<file path="src/hw/rtl/epid_ram.sv">
// Generic single-write, single-read synchronous RAM with a registered read port.
// No dependencies.
module epid_ram #(
  parameter int WIDTH = 2,
  parameter int DEPTH = 1024
) (
  input  logic                     clk,
  input  logic                     we,
  input  logic [$clog2(DEPTH)-1:0] waddr,
  input  logic [WIDTH-1:0]         wdata,
  input  logic [$clog2(DEPTH)-1:0] raddr,
  output logic [WIDTH-1:0]         rdata
);

  logic [WIDTH-1:0] mem [DEPTH];

  always_ff @(posedge clk) begin
    if (we) begin
      mem[waddr] <= wdata;
    end
    rdata <= mem[raddr];
  end

endmodule

</file>
<file path="config.mk">
export PLATFORM = sky130hd
export DESIGN_NAME = epid_ram
export DESIGN_NICKNAME = d
export VERILOG_FILES = /design/src/hw/rtl/epid_ram.sv
export SDC_FILE = /design/constraint.sdc
export NUM_CORES = 2
export LEC_CHECK = 0
export BUFFER_PORTS_ARGS = -buffer_cell sky130_fd_sc_hd__buf_4
export CORE_ASPECT_RATIO = 1.25
export CORE_MARGIN = 2
export CORE_UTILIZATION = 24
export DETAILED_ROUTE_END_ITERATION = 8
export PLACE_DENSITY_LB_ADDON = 0.08
export SETUP_SLACK_MARGIN = 0.02
export SLEW_MARGIN = 20
export SYNTH_ARGS = -nofsm -noshare
export SYNTH_HDL_FRONTEND = slang
export SYNTH_SLANG_ARGS = --single-unit
</file>
<file path="constraint.sdc">
create_clock -name clk -period 4.94 [get_ports clk]
set_input_delay 0 -clock clk [delete_from_list [all_inputs] [get_ports clk]]
set_output_delay 0 -clock clk [all_outputs]
set_load 0.1 [all_outputs]
</file>
Word-level counts from Yosys, hierarchy flattened
Memories as Yosys holds them, arrays and structs flattened. A register that Yosys moved wholly into a read port is not among the register bits.
Cells that the tools add are included.
{"block": "word_totals", "register_bits": 0, "mem_bits_rw": 2048, "in_bits": 24, "memories": 1}
{"block": "op_classes", "mux": 2}
{"memory": "mem", "depth": 1024, "width": 2, "rd": 1, "rd_clocked_by_memory_dff": 1, "write_ports": 1, "line": "15", "rtl": "logic [WIDTH-1:0] mem [DEPTH];"}
{"cell": "two-way mux 1 bit", "n": 2}

Depth between registers and ports, before layout
{"block": "logic_depth", "word_depth": 2, "depth_mapped": 15, "ltp_nobuf": 8}

Worst setup path after synthesis
No wires, ideal clock.
{"block": "synth_path", "path_type": "input to register", "from": "input port raddr[0]", "to": "register rdata[1] (read register of mem)", "setup_time_ns": 0.140, "arrival_time_ns": 2.222, "required_ns": 4.800, "path_slack_ns": 2.578, "cell_stages": 12, "path_buffers": 5, "path_cell_list": "buf_6 buf_12 buf_8 buf_6 buf_6 mux4_2 a221oi_1 o21ai_0 nor3_1 o31ai_1 o31ai_1 nand4_1"}
{"element": "start, declared", "line": "11", "rtl": "input logic [$clog2(DEPTH)-1:0] raddr,"}
{"element": "end, declared", "line": "12", "rtl": "output logic [WIDTH-1:0] rdata"}

==> impl_results.md <==
* Routed via count at 45190
* Vias/cell at 4.637
* Final weighted congestion of routability-driven global placement at roughly 0.75
* Setup TNS at 0 ps
* Clock tree sinks at 2050
* LEAKAGE at 29.11 nW
* Status: complete, no violations
* Clk pwr share at 0.441
* Internal at just under 30 mW
* Period utilisation layout at 0.8140
* Die height at 664.5 µm
* Flop pwr share at 0.503
* Final Max Slew Viols at 0
* Combinational share of power at 0.056
* Min Tclk post-route at between 4000 and 5000 ps
* Clk buf depth at 4
* Hold Crit Class: in2reg
* Worst hold path depth at 5
* Num rows at around 240
* Final Hold Viols at 0
* #FFs+latches synth at 2050
* Yosys warnings at 0
* Worst Path Arrival at about 4900 ps
* Gr usage total at 0.1717
* Fmax at between 0.2 and 0.25 GHz
* Setup CP Type: reg2reg
* Sw Pwr at 8.675 mW
* Initial antenna violation count at 46
* Largest net degree at the start of global routing at 188
* Final setup violation count at 0
* Post-DRT Antenna Nets at 0
* Post-route cell area at approximately 0.098 mm²
* Dpl cell area at 0.09050 mm²
* Area growth, synth to finish at 16.81%
* Synth Flop Type: edfxtp_1
* R2R Setup Slk at approximately 920 ps
* Initial Util at 0.2410
* Synth Net Count at 4817
* Slew @ Worst Pin at 1065 ps
* First-iteration detailed-routing DRC count at 3931
* Buffer count from post-CTS setup fixing at 0
* Synthesized cell area at ~0.084 mm²
* Htree depth at 4
* Critical path destination: rdata[0]
* Ys async rst share at 0
* Worst path required time at 5770 ps
* Core Box Area at 0.3476 mm²
* Critical path peak fanout at 2
* Clk slew on worst S/H paths at approximately 60 ps
* VDD IR max at between 0.0002 and 0.0003 V
* Port-buffer cells at 25
* DRC at 0
* Startpoint Class: flip-flop
* Worst relative slew slack at 0.2901
* Nets at roughly 4900
* Post-CTS sizing at 0
* Number of global-route vias before repair at 48830
* Detailed Route WL at 309.1 mm
* Mean post-synth cell area at 17.48 µm²
* CP Launch Point: mem[989][0]
* Root buffer cell: clkbuf_16
* Die outline width at 532.4 µm
* Clock Latency Late Sink at just under 900 ps
* Total power at ~38 mW
* Depth of the most critical reg-to-reg path at 10
* Total CTS buffers at 226
* DR pass1 iterations at 7
* Worst Setup End Kind: flip-flop
* Remaining Overflow, GRT at 0
* Sw Ratio at 0.2277
* Number of flops mapped to enable cells by yosys at 2048
* Register area share after synthesis at 0.7347
* Post-Syn Instances at around 4800
* Share of cells above drive strength 1 at 0.2158
* Final WS setup at 918.9 ps
* CTS tree: built
* Crit Reg-Reg Endpoint: rdata[0]
* Post-synthesis cell type count at 66
* Ports at 26
* DP Worst Slack at about 930 ps
* Clk_skew at 49.24 ps
* DP Wirelength at approximately 190 mm
* Critical R2R Launch: mem[989][0]
* RSZ-0062 raised after global routing: false
* Die area at 0.3538 mm²
* Pwr Density at 389.3 mW/mm²
* Routed wire per std cell at 31.72 µm
* Max-cap viol count at 0
* Global-route wire length before repair at 419.1 mm
==> layer usage <==
metal / track usage / vias to the layer above / share of wire
li1: - / 19200 / -
met1: 0.2173 / 24490 / 0.41
met2: 0.3066 / 1121 / 0.51
met3: 0.02323 / 363 / 0.046
met4: 0.04424 / 6 / 0.026
met5: 0 / - / 0.00013
==> placed cells by master, fill, tap and decap left out, drive strengths merged, types with 36 or more instances in the layout <==
cell and n:
o22ai 45, edfxtp 2048, o221ai 83, nor2 1054, a21oi 70, a22oi 45, o21ai 36, clkbuf 271
mux2i 205, nand2 96, buf 275, nand3 39, clkinv 100, mux4 449, nor3 45
==> final cells by class <==
cell class | instances | area [µm²]
Fill cell | 34990 | 249800
Inverter | 6 | 30.03
Timing Repair Buffer | 296 | 2743
Sequential cell | 2050 | 61540
Clock buffer | 271 | 5867
Tap cell | 4636 | 5801
Multi-Input combinational cell | 2341 | 20590
Antenna cell | 11 | 27.53
Clock inverter | 134 | 1235
==> flip-flops by register name, summed over array words and instances, names as in the netlist <==
signal,flops
mem,2048
rdata,2
==> how the worst min path moves through the flow <==
stage / endpoint / start / slack, ps
after floorplan: mem[0][0] / wdata[0] / 100
after CTS: mem[40][1] / waddr[9] / 20
final: rdata[1] / raddr[7] / 80
after global placement: mem[822][0] / waddr[0] / 480
after global routing: mem[234][1] / waddr[5] / 80
after detailed placement: mem[822][1] / waddr[0] / 500
==> cell families after synthesis <==
kind of cell,after synthesis,synth area share
mux,664,0.1466
buf+inv,402,0.02489
simple gates,1324,0.06403
flops,2050,0.7347
compound gates,353,0.02979
==> stage by stage <==
| stage | util | hold slack (ps) | std cells |
|---|---|---|---|
| 6_report | 0.2815 | 84.24 | 9745 |
| 5_1_grt | 0.2814 | 81.69 | 9736 |
| 4_1_cts | 0.2814 | 15.39 | 9734 |
| 3_5_place_dp | 0.2603 | 503.3 | 9308 |
| 3_3_place_gp | 0.2602 | 480.4 | 9304 |
| 2_1_floorplan | - | 98.87 | 4793 |
==> worst max-delay path: stages (launching register included) <==
cell	delay, ps
edfxtp_1	320
mux2i_1	100
o221ai_1	260
o22ai_1	130
o21ai_1	630
o221ai_1	580
o21a_1	350
or3_1	340
dlygate4sd3_1	560
nand4_1	90
dlygate4sd3_1	560
==> cells in the mapped netlist, types with 3 or more instances <==
library cell	number	area, µm²
a22o_1	13	113.9
clkbuf_1	239	897.1
nor4b_1	3	26.28
buf_6	33	371.6
nor4_1	9	56.30
inv_1	4	15.01
nor3b_1	10	75.07
a211oi_1	13	97.59
and2_1	6	37.54
a21oi_1	70	350.3
nand2b_1	8	50.05
buf_4	28	210.2
o22ai_1	45	281.5
nand3_1	39	195.2
o21ai_0	36	180.2
a31oi_1	7	43.79
mux2_2	8	90.09
and3_1	8	50.05
nand4_1	13	81.33
nand3b_1	4	30.03
a311oi_1	3	26.28
buf_2	26	130.1
buf_1	54	202.7
nor2_1	1054	3956
nand2_1	96	360.4
o221ai_1	82	718.2
o311ai_0	3	26.28
mux2i_1	205	2052
nor2b_1	13	81.33
edfxtp_1	2048	61500
nor3_1	45	225.2
buf_8	14	210.2
mux4_2	449	10110
a22oi_1	45	337.8
o31ai_1	5	37.54
a221oi_1	13	113.9
==> power by group through the flow <==
stage	combinational (mW)	clock, mW	sequential (mW)
final	2.12	16.8	19.2
after global routing	2.26	17.9	19.1
after CTS	2.20	17.3	19.2
after detailed placement	2.18	0	19.5
after global placement	2.18	0	19.5
after floorplan	0.999	0	19.5
==> repair_timing <==
item / in CTS / in global routing
hold buffers: 21 / 0
endpoints found under the setup margin: 0 / 0
endpoints found under the hold margin: 641 / 0
No activity file was read; power rests on OpenSTA's default activity.
