File: src/hw/rtl/epid_pkg.sv
// Shared types and constants for the individual-based SIR epidemic step block.
// Holds field widths, status and function codes, register indexes and reset values.
// No dependencies.
package epid_pkg;

  localparam int MAX_PEOPLE = 1024;
  localparam int IDX_W      = $clog2(MAX_PEOPLE);
  localparam int CNT_W      = 11;
  localparam int PROB_W     = 16;
  localparam int ESC_W      = 32;
  localparam int CFG_W      = 32;
  localparam int REG_IDX_W  = 2;
  localparam int BIT_CNT_W  = $clog2(CNT_W);

  localparam logic [1:0] FUNC_TICK  = 2'd0;
  localparam logic [1:0] FUNC_VISIT = 2'd1;
  localparam logic [1:0] FUNC_SEED  = 2'd2;

  localparam logic [REG_IDX_W-1:0] REG_POPULATION = 2'd0;
  localparam logic [REG_IDX_W-1:0] REG_ESCAPE     = 2'd1;
  localparam logic [REG_IDX_W-1:0] REG_RECOVERY   = 2'd2;

  localparam logic [CNT_W-1:0]  POPULATION_RST = 11'd1000;
  localparam logic [ESC_W-1:0]  ESCAPE_RST     = 32'd4294795496;
  localparam logic [PROB_W-1:0] RECOVERY_RST   = 16'd1298;

  typedef enum logic [1:0] {
    PS_SUS = 2'd0,
    PS_INF = 2'd1,
    PS_REC = 2'd2,
    PS_BAD = 2'd3
  } status_t;

  typedef enum logic [1:0] {
    ST_CLEAR,
    ST_IDLE,
    ST_RMW,
    ST_POW
  } ctrl_state_t;

  typedef enum logic [1:0] {
    PH_MUL_ACC,
    PH_UPD_ACC,
    PH_MUL_SQ,
    PH_UPD_SQ
  } pow_phase_t;

  typedef struct packed {
    logic              done;
    logic [PROB_W-1:0] prob;
  } pow_rsp_t;

endpackage

File: src/hw/rtl/epid_pow.sv
// Iterative square-and-multiply unit that forms 1 - base^n in Q0.16 from a Q0.32 base.
// Shared 32x32 multiplier; per bit: mul/upd acc, then mul/upd sq. Depends on epid_pkg.
module epid_pow (
  input  logic                      clk,
  input  logic                      rst,
  input  logic                      start,
  input  logic [epid_pkg::ESC_W-1:0] base,
  input  logic [epid_pkg::CNT_W-1:0] n,
  output epid_pkg::pow_rsp_t        rsp
);
  import epid_pkg::*;

  logic                 busy;
  pow_phase_t           phase;
  logic [BIT_CNT_W-1:0] bit_cnt;
  logic [CNT_W-1:0]     n_sh;
  logic [ESC_W-1:0]     acc;
  logic [ESC_W-1:0]     sq;
  logic                 is_one;
  logic [2*ESC_W-1:0]   prod;
  logic [2*ESC_W-1:0]   rsum;
  logic [ESC_W-1:0]     rnd;
  logic [ESC_W:0]       p33;
  logic [ESC_W:0]       p_rnd;
  logic [PROB_W-1:0]    prob_final;
  logic                 last;

  always_comb begin
    rsum  = prod + {{ESC_W{1'b0}}, 1'b1, {(ESC_W-1){1'b0}}};
    rnd   = rsum[2*ESC_W-1:ESC_W];
    p33   = {1'b1, {ESC_W{1'b0}}} - {1'b0, acc};
    p_rnd = p33 + (ESC_W+1)'(1 << (PROB_W-1));
    if (is_one) begin
      prob_final = '0;
    end else if (p_rnd[ESC_W:PROB_W] > (ESC_W+1-PROB_W)'({PROB_W{1'b1}})) begin
      prob_final = {PROB_W{1'b1}};
    end else begin
      prob_final = p_rnd[PROB_W+PROB_W-1:PROB_W];
    end
    last = (bit_cnt == BIT_CNT_W'(CNT_W-1));
  end

  always_ff @(posedge clk) begin
    if (rst) begin
      busy     <= 1'b0;
      rsp.done <= 1'b0;
      phase    <= PH_MUL_ACC;
    end else begin
      rsp.done <= 1'b0;
      if (start && !busy) begin
        busy    <= 1'b1;
        phase   <= PH_MUL_ACC;
        bit_cnt <= '0;
        n_sh    <= n;
        sq      <= base;
        acc     <= '0;
        is_one  <= 1'b1;
      end else if (busy) begin
        unique case (phase)
          PH_MUL_ACC: begin
            prod  <= {{ESC_W{1'b0}}, acc} * {{ESC_W{1'b0}}, sq};
            phase <= PH_UPD_ACC;
          end
          PH_UPD_ACC: begin
            if (n_sh[0]) begin
              acc    <= is_one ? sq : rnd;
              is_one <= 1'b0;
            end
            phase <= PH_MUL_SQ;
          end
          PH_MUL_SQ: begin
            prod  <= {{ESC_W{1'b0}}, sq} * {{ESC_W{1'b0}}, sq};
            phase <= PH_UPD_SQ;
          end
          PH_UPD_SQ: begin
            sq      <= rnd;
            n_sh    <= n_sh >> 1;
            bit_cnt <= bit_cnt + 1'b1;
            phase   <= PH_MUL_ACC;
            if (last) begin
              busy     <= 1'b0;
              rsp.done <= 1'b1;
              rsp.prob <= prob_final;
            end
          end
          default: phase <= PH_MUL_ACC;
        endcase
      end
    end
  end

endmodule

File: config.mk
export PLATFORM = sky130hd
export DESIGN_NAME = epid_pow
export DESIGN_NICKNAME = d
export VERILOG_FILES = /design/src/hw/rtl/epid_pkg.sv /design/src/hw/rtl/epid_pow.sv
export SDC_FILE = /design/constraint.sdc
export NUM_CORES = 2
export LEC_CHECK = 0
export ABC_AREA = 1
export BUFFER_PORTS_ARGS = -buffer_cell sky130_fd_sc_hd__buf_2
export CORE_AREA = 2 2 406 408
export CTS_BUF_LIST = sky130_fd_sc_hd__clkbuf_4
export CTS_CLUSTER_SIZE = 14
export DETAILED_ROUTE_END_ITERATION = 7
export DIE_AREA = 0 0 408 410
export PLACE_DENSITY = 0.66
export SLEW_MARGIN = 20
export SYNTH_ARGS = -nofsm -noshare
export SYNTH_HDL_FRONTEND = slang
export SYNTH_SLANG_ARGS = --single-unit
File: constraint.sdc
create_clock -name clk -period 12.7 [get_ports clk]
set_input_delay 0.635 -clock clk [delete_from_list [all_inputs] [get_ports clk]]
set_output_delay 0.635 -clock clk [all_outputs]
set_load 0.01 [all_outputs]
# == After elaboration in Yosys (flattened, before gate mapping) ==
# Index checks and enable logic that the tools add are counted.
# word_totals
ff_bits,164
latch_bits,0
ramBits,0
rom_bits,0
in_bits,46
output_inout_bits,17
wordCells,63
mem_count,0
# op_classes
addsub,4
mul,2
n_div,0
n_lt_le_gt_ge,1
eq_ne,4
shifts,0
n_mux,24
bitwise,4
n_reduce_logical,14
# op_table
cell,count
32-bit two-way mux,7
32-bit by 32-bit multiplier with 64-bit output,2
64-bit one-hot mux with 2 select lines,1
64-bit by 32-bit adder with 64-bit output (second input constant),1
33-bit by 16-bit adder with 33-bit output (second input constant),1
11-bit two-way mux,3
33-bit by 32-bit subtractor with 33-bit output (first input constant),1
16-bit two-way mux,2
17-bit by 16-bit greater-than comparator with 1-bit output (second input constant),1
17-bit two-way mux,1
2-bit nonzero test,5
4-bit two-way mux,2
2-bit one-hot mux with 4 select lines,1
4-bit AND reduction,2
1-bit two-way mux,7
5-bit AND reduction,1
4-bit by 1-bit adder with 4-bit output (second input constant),1
2-bit equality test (second input constant),2
4-bit equality test (second input constant),1
1-bit inverter,4
4-bit OR reduction,1
3-bit AND reduction,1
2-bit by 1-bit equality test with 1-bit output (second input constant),1
2-bit zero test,1
other kinds (3),3

# == Logic depth before layout (Yosys ltp) ==
# depth
depth_word,6
ltp_mapped,33
mapped_depth_nobuf,31

# == Least setup slack after synthesis ==
# Ideal clock, no wire load.
# synth_timing
path_type,register -> register
from,register sq[19]
to,"register prod[61], data pin"
arrival_ns,6.742
setup_slack_ns,5.704
stages_incl_launch_ff,30
n_path_buf,3
period_less_slack_ns,6.996
path_cell_list,edfxtp_1 clkbuf_1 buf_1 buf_1 nand2_1 fa_1 inv_1 fa_1 inv_1 fa_1 fa_1 inv_1 fa_1 fa_1 fa_1 inv_1 fa_1 inv_1 ha_1 nand2_1 nor2_1 inv_1 nor2_1 inv_1 nor4_1 nand2_1 nand2_1 nand2_1 nand3_1 nand2_1
# synth_between
elab_chain_cells,2
word_cells_on_any_way,3
# synth_rtl
element,line,source
"start, declared",epid_pow.sv:18,logic [ESC_W-1:0] sq;
"start signal, assigned",epid_pow.sv:55,sq <= base;
"start signal, assigned",epid_pow.sv:76,sq <= rnd;
32-bit by 32-bit multiplier with 64-bit output (on tied branches),"epid_pow.sv:72, epid_pow.sv:61",
64-bit one-hot mux with 2 select lines (*),epid_pow.sv:59,unique case (phase)
"end signal, assigned",epid_pow.sv:61,"prod <= {{ESC_W{1'b0}}, acc} * {{ESC_W{1'b0}}, sq};"
"end signal, assigned",epid_pow.sv:72,"prod <= {{ESC_W{1'b0}}, sq} * {{ESC_W{1'b0}}, sq};"
"end, declared",epid_pow.sv:20,logic [2*ESC_W-1:0] prod;
# Mark *: on every way between the ends. The rest lies on a longest branch, timed or not.
# A chain may end at the register's enable or synchronous reset.

# == Final worst setup path ==
# layout_timing
from,register sq[19]
to,"register prod[52], data pin"
# Same word-level chain as after synthesis.

==> summary.md <==
| Metric | Value |
|---|---|
| Status | `finished clean` |
| Worst slack, placed | `4.26 ns` |
| Slowest Stage Delay on Critical Path | `0.93 ns` |
| IO Pins | `63` |
| Async SR Flop Fraction | `0` |
| Post-synth EDFFs | `129` |
| Worst-Margin Slew | `1.19 ns` |
| CTS tree | `built` |
| Critical Path AT | `9.32 ns` |
| CP Class | `flop to flop` |
| DRC violations left | `0` |
| CP Cell Sequence | `buf_4 > nand2_1 > fa_1 > fa_1 > inv_1 > fa_1 > fa_1 > fa_1 > fa_1 > fa_1 > ha_1 > ha_1 > nand2_1 > nor2_1 > inv_1 > nor2_1 > inv_1 > nor2_1 > nand3_1 > nand3_1 > nand2_1 > nand3_1 > nand2_1` |
| CTS sink count | `133` |
| Clock Skew | `between 0.06 and 0.07 ns` |
| Ys flop type | `edfxtp_1` |
| Cts hold-fix bufs | `0` |
| Synth top area share | `0.463` |
| Post-synthesis cell type count | `45` |
| Count leader, synth | `inv_1` |
| Critical Path Most Common Cell | `fa_1` |
| Syn-to-layout area delta | `3.78%` |
| Share of cells above drive strength 1 | `0.0266` |
| All-Layer GR Usage | `0.269` |
| Routed len/inst | `19.1 um` |
| Commonest cells in the synthesized netlist | `3063 x inv_1, 2409 x nand2_1, 1686 x fa_1` |
| Worst setup margin | `a little under 4 ns` |
| Initial antenna violation count | `5` |
| Row count | `~150` |
| Final hold vios | `0` |
| Avg Inst Size Synth | `7.75 sq um` |
| Final Wtd Congestion | `about 0.99` |
| Yosys warnings | `0` |
| Critical path's top delay family | `adder cells` |
| Fin crit period | `slightly below 9 ns` |
| Largest net degree at the start of global routing | `between 80 and 90` |
| #FFs+latches synth | `between 100 and 150` |
| Max Root-Sink Buffers | `2` |
| Routed wire length | `~220 mm` |
| Worst skew pair latency | `0.84 ns` |
| Synthesized area | `72900 sq um` |
| Die Span Y | `410 um` |
| Total CTS buffers | `17` |
| Grt ovf | `0` |
| PortBufs | `62` |
| Post-CTS setup buffers | `0` |
| Number of vias per cell | `5.01` |
| Global-route wire length before repair | `347 mm` |
| Post-route cell area | `about 76000 sq um` |
| Part of the cycle the worst path needs | `0.691` |
| DR vias | `between 50k and 60k` |
| Setup TNS Final | `0 ns` |
| Setup violations, final | `0` |
| Hpwl dp | `between 150 and 200 mm` |
| CTS root buf | `clkbuf_4` |
| Sequential element share of the synthesized area | `0.0542` |
| Crit start category | `flop` |
| Post-Syn Nets | `~12k` |
| Placed cell area | `around 75000 sq um` |
| DRT Pass-1 Iters | `8` |
| CP max stage cell | `edfxtp_1` |
| RSZ-0062 raised after global routing | `no` |
| Nets | `roughly 12k` |
| Ranking of synthesized cells by area | `fa_1 46%, inv_1 16%, nand2_1 12%` |
| Clk pin slew, worst setup/hold paths | `approximately 0.20 ns` |
| Worst path required time | `13.25 ns` |
| Final ANT Viol Nets | `0` |
| Max-slew violations | `0` |
| DRT iter0 DRCs | `~5k` |
| Max Clk Rate | `0.114 GHz` |
| Synth Instances | `approximately 9.4k` |
| H-tree depth | `4` |
| Initial core utilization | `0.446` |
| Class of the worst hold path | `primary input to flop` |
| Worst setup EP type | `flop` |
| Die ar. | `167000 sq um` |
| CP Buf/Inv Count | `4` |
| Core Area | `between 150000 and 200000 sq um` |
| Die width | `~410 um` |
| Vias in the first global route | `between 60k and 70k` |
| Rel. slew slack | `0.203` |
| PostCTS Resize Cnt | `0` |
| Max Cap Violations | `0` |
| Largest area contributor in the netlist | `fa_1` |
| CP max FO | `47` |
layout make-up:
type	instances	area [sq um]
sequential	133	3950
clock buffer	17	128
fill	16200	87800
multi-input combinational	5833	56100
timing repair buffer	165	1100
clock inverter	15	191
antenna	5	12.5
inverter	3068	11500
tap	2189	2740
per-layer routing:
layer,GRT usage,part of all wire
met5,0,0.00014
met4,0.0886,0.038
met3,0.0417,0.085
met2,0.421,0.45
met1,0.382,0.43
placed cells by master, fill, tap and decap left out, types with 20 or more instances in the layout:
master	n
xnor2_1	20
fa_1	1686
ha_1	564
buf_4	102
inv_1	3063
nor3_1	40
nand3_1	183
o21bai_1	46
xor2_1	61
a21oi_1	201
nand4_1	28
o21ai_0	128
buf_2	62
nor2_1	353
edfxtp_1	129
nand2_1	2408
cells by family (layout without fill, tap and decap cells):
logic type      count (synthesis)  in the layout  share of synthesized area
compound gates                427            427                     0.0324
xor+xnor                       81             81                    0.00973
fa+ha+maj                    2250           2250                      0.559
buf+inv                      3450           3265                      0.178
flops                         133            133                     0.0542
other cells                     0              5                          0
simple gates                 3075           3075                      0.166
final timing paths:
kind	from	end	slack, ns	depth (start not counted)
min reg2reg	phase[1]	phase[1]	0.52	2
min	base[31]	sq[31]	0.09	3
max reg2reg	sq[19]	prod[52]	3.93	23
max	sq[19]	prod[52]	3.93	23
worst register-to-register path, delay by kind of cell (launching register included):
| family | cells | cell delay [ns] |
|---|---|---|
| buf+inv | 4 | 1.28 |
| fa+ha+maj | 9 | 4.36 |
| simple gates | 10 | 1.94 |
| flops | 1 | 0.93 |
through the flow:
stage | hold WS, ns | instances | util
4_1_cts | 0.0277 | 11400 | 0.463
3_3_place_gp | 0.486 | 11400 | 0.461
2_1_floorplan | 0.470 | 9416 | -
3_5_place_dp | 0.507 | 11400 | 0.461
6_report | 0.0949 | 11400 | 0.463
5_1_grt | 0.0278 | 11400 | 0.463
sequential cells by signal, indices dropped and copies added (netlist names):
| signal | count |
|---|---|
| n_sh | 11 |
| rsp | 17 |
| prod | 33 |
| sq | 32 |
| busy | 1 |
| acc | 32 |
| bit_cnt | 4 |
| phase | 2 |
| is_one | 1 |
Power is not shown: default switching activity piles up to over one toggle a cycle in this logic, so the estimate is an artifact.
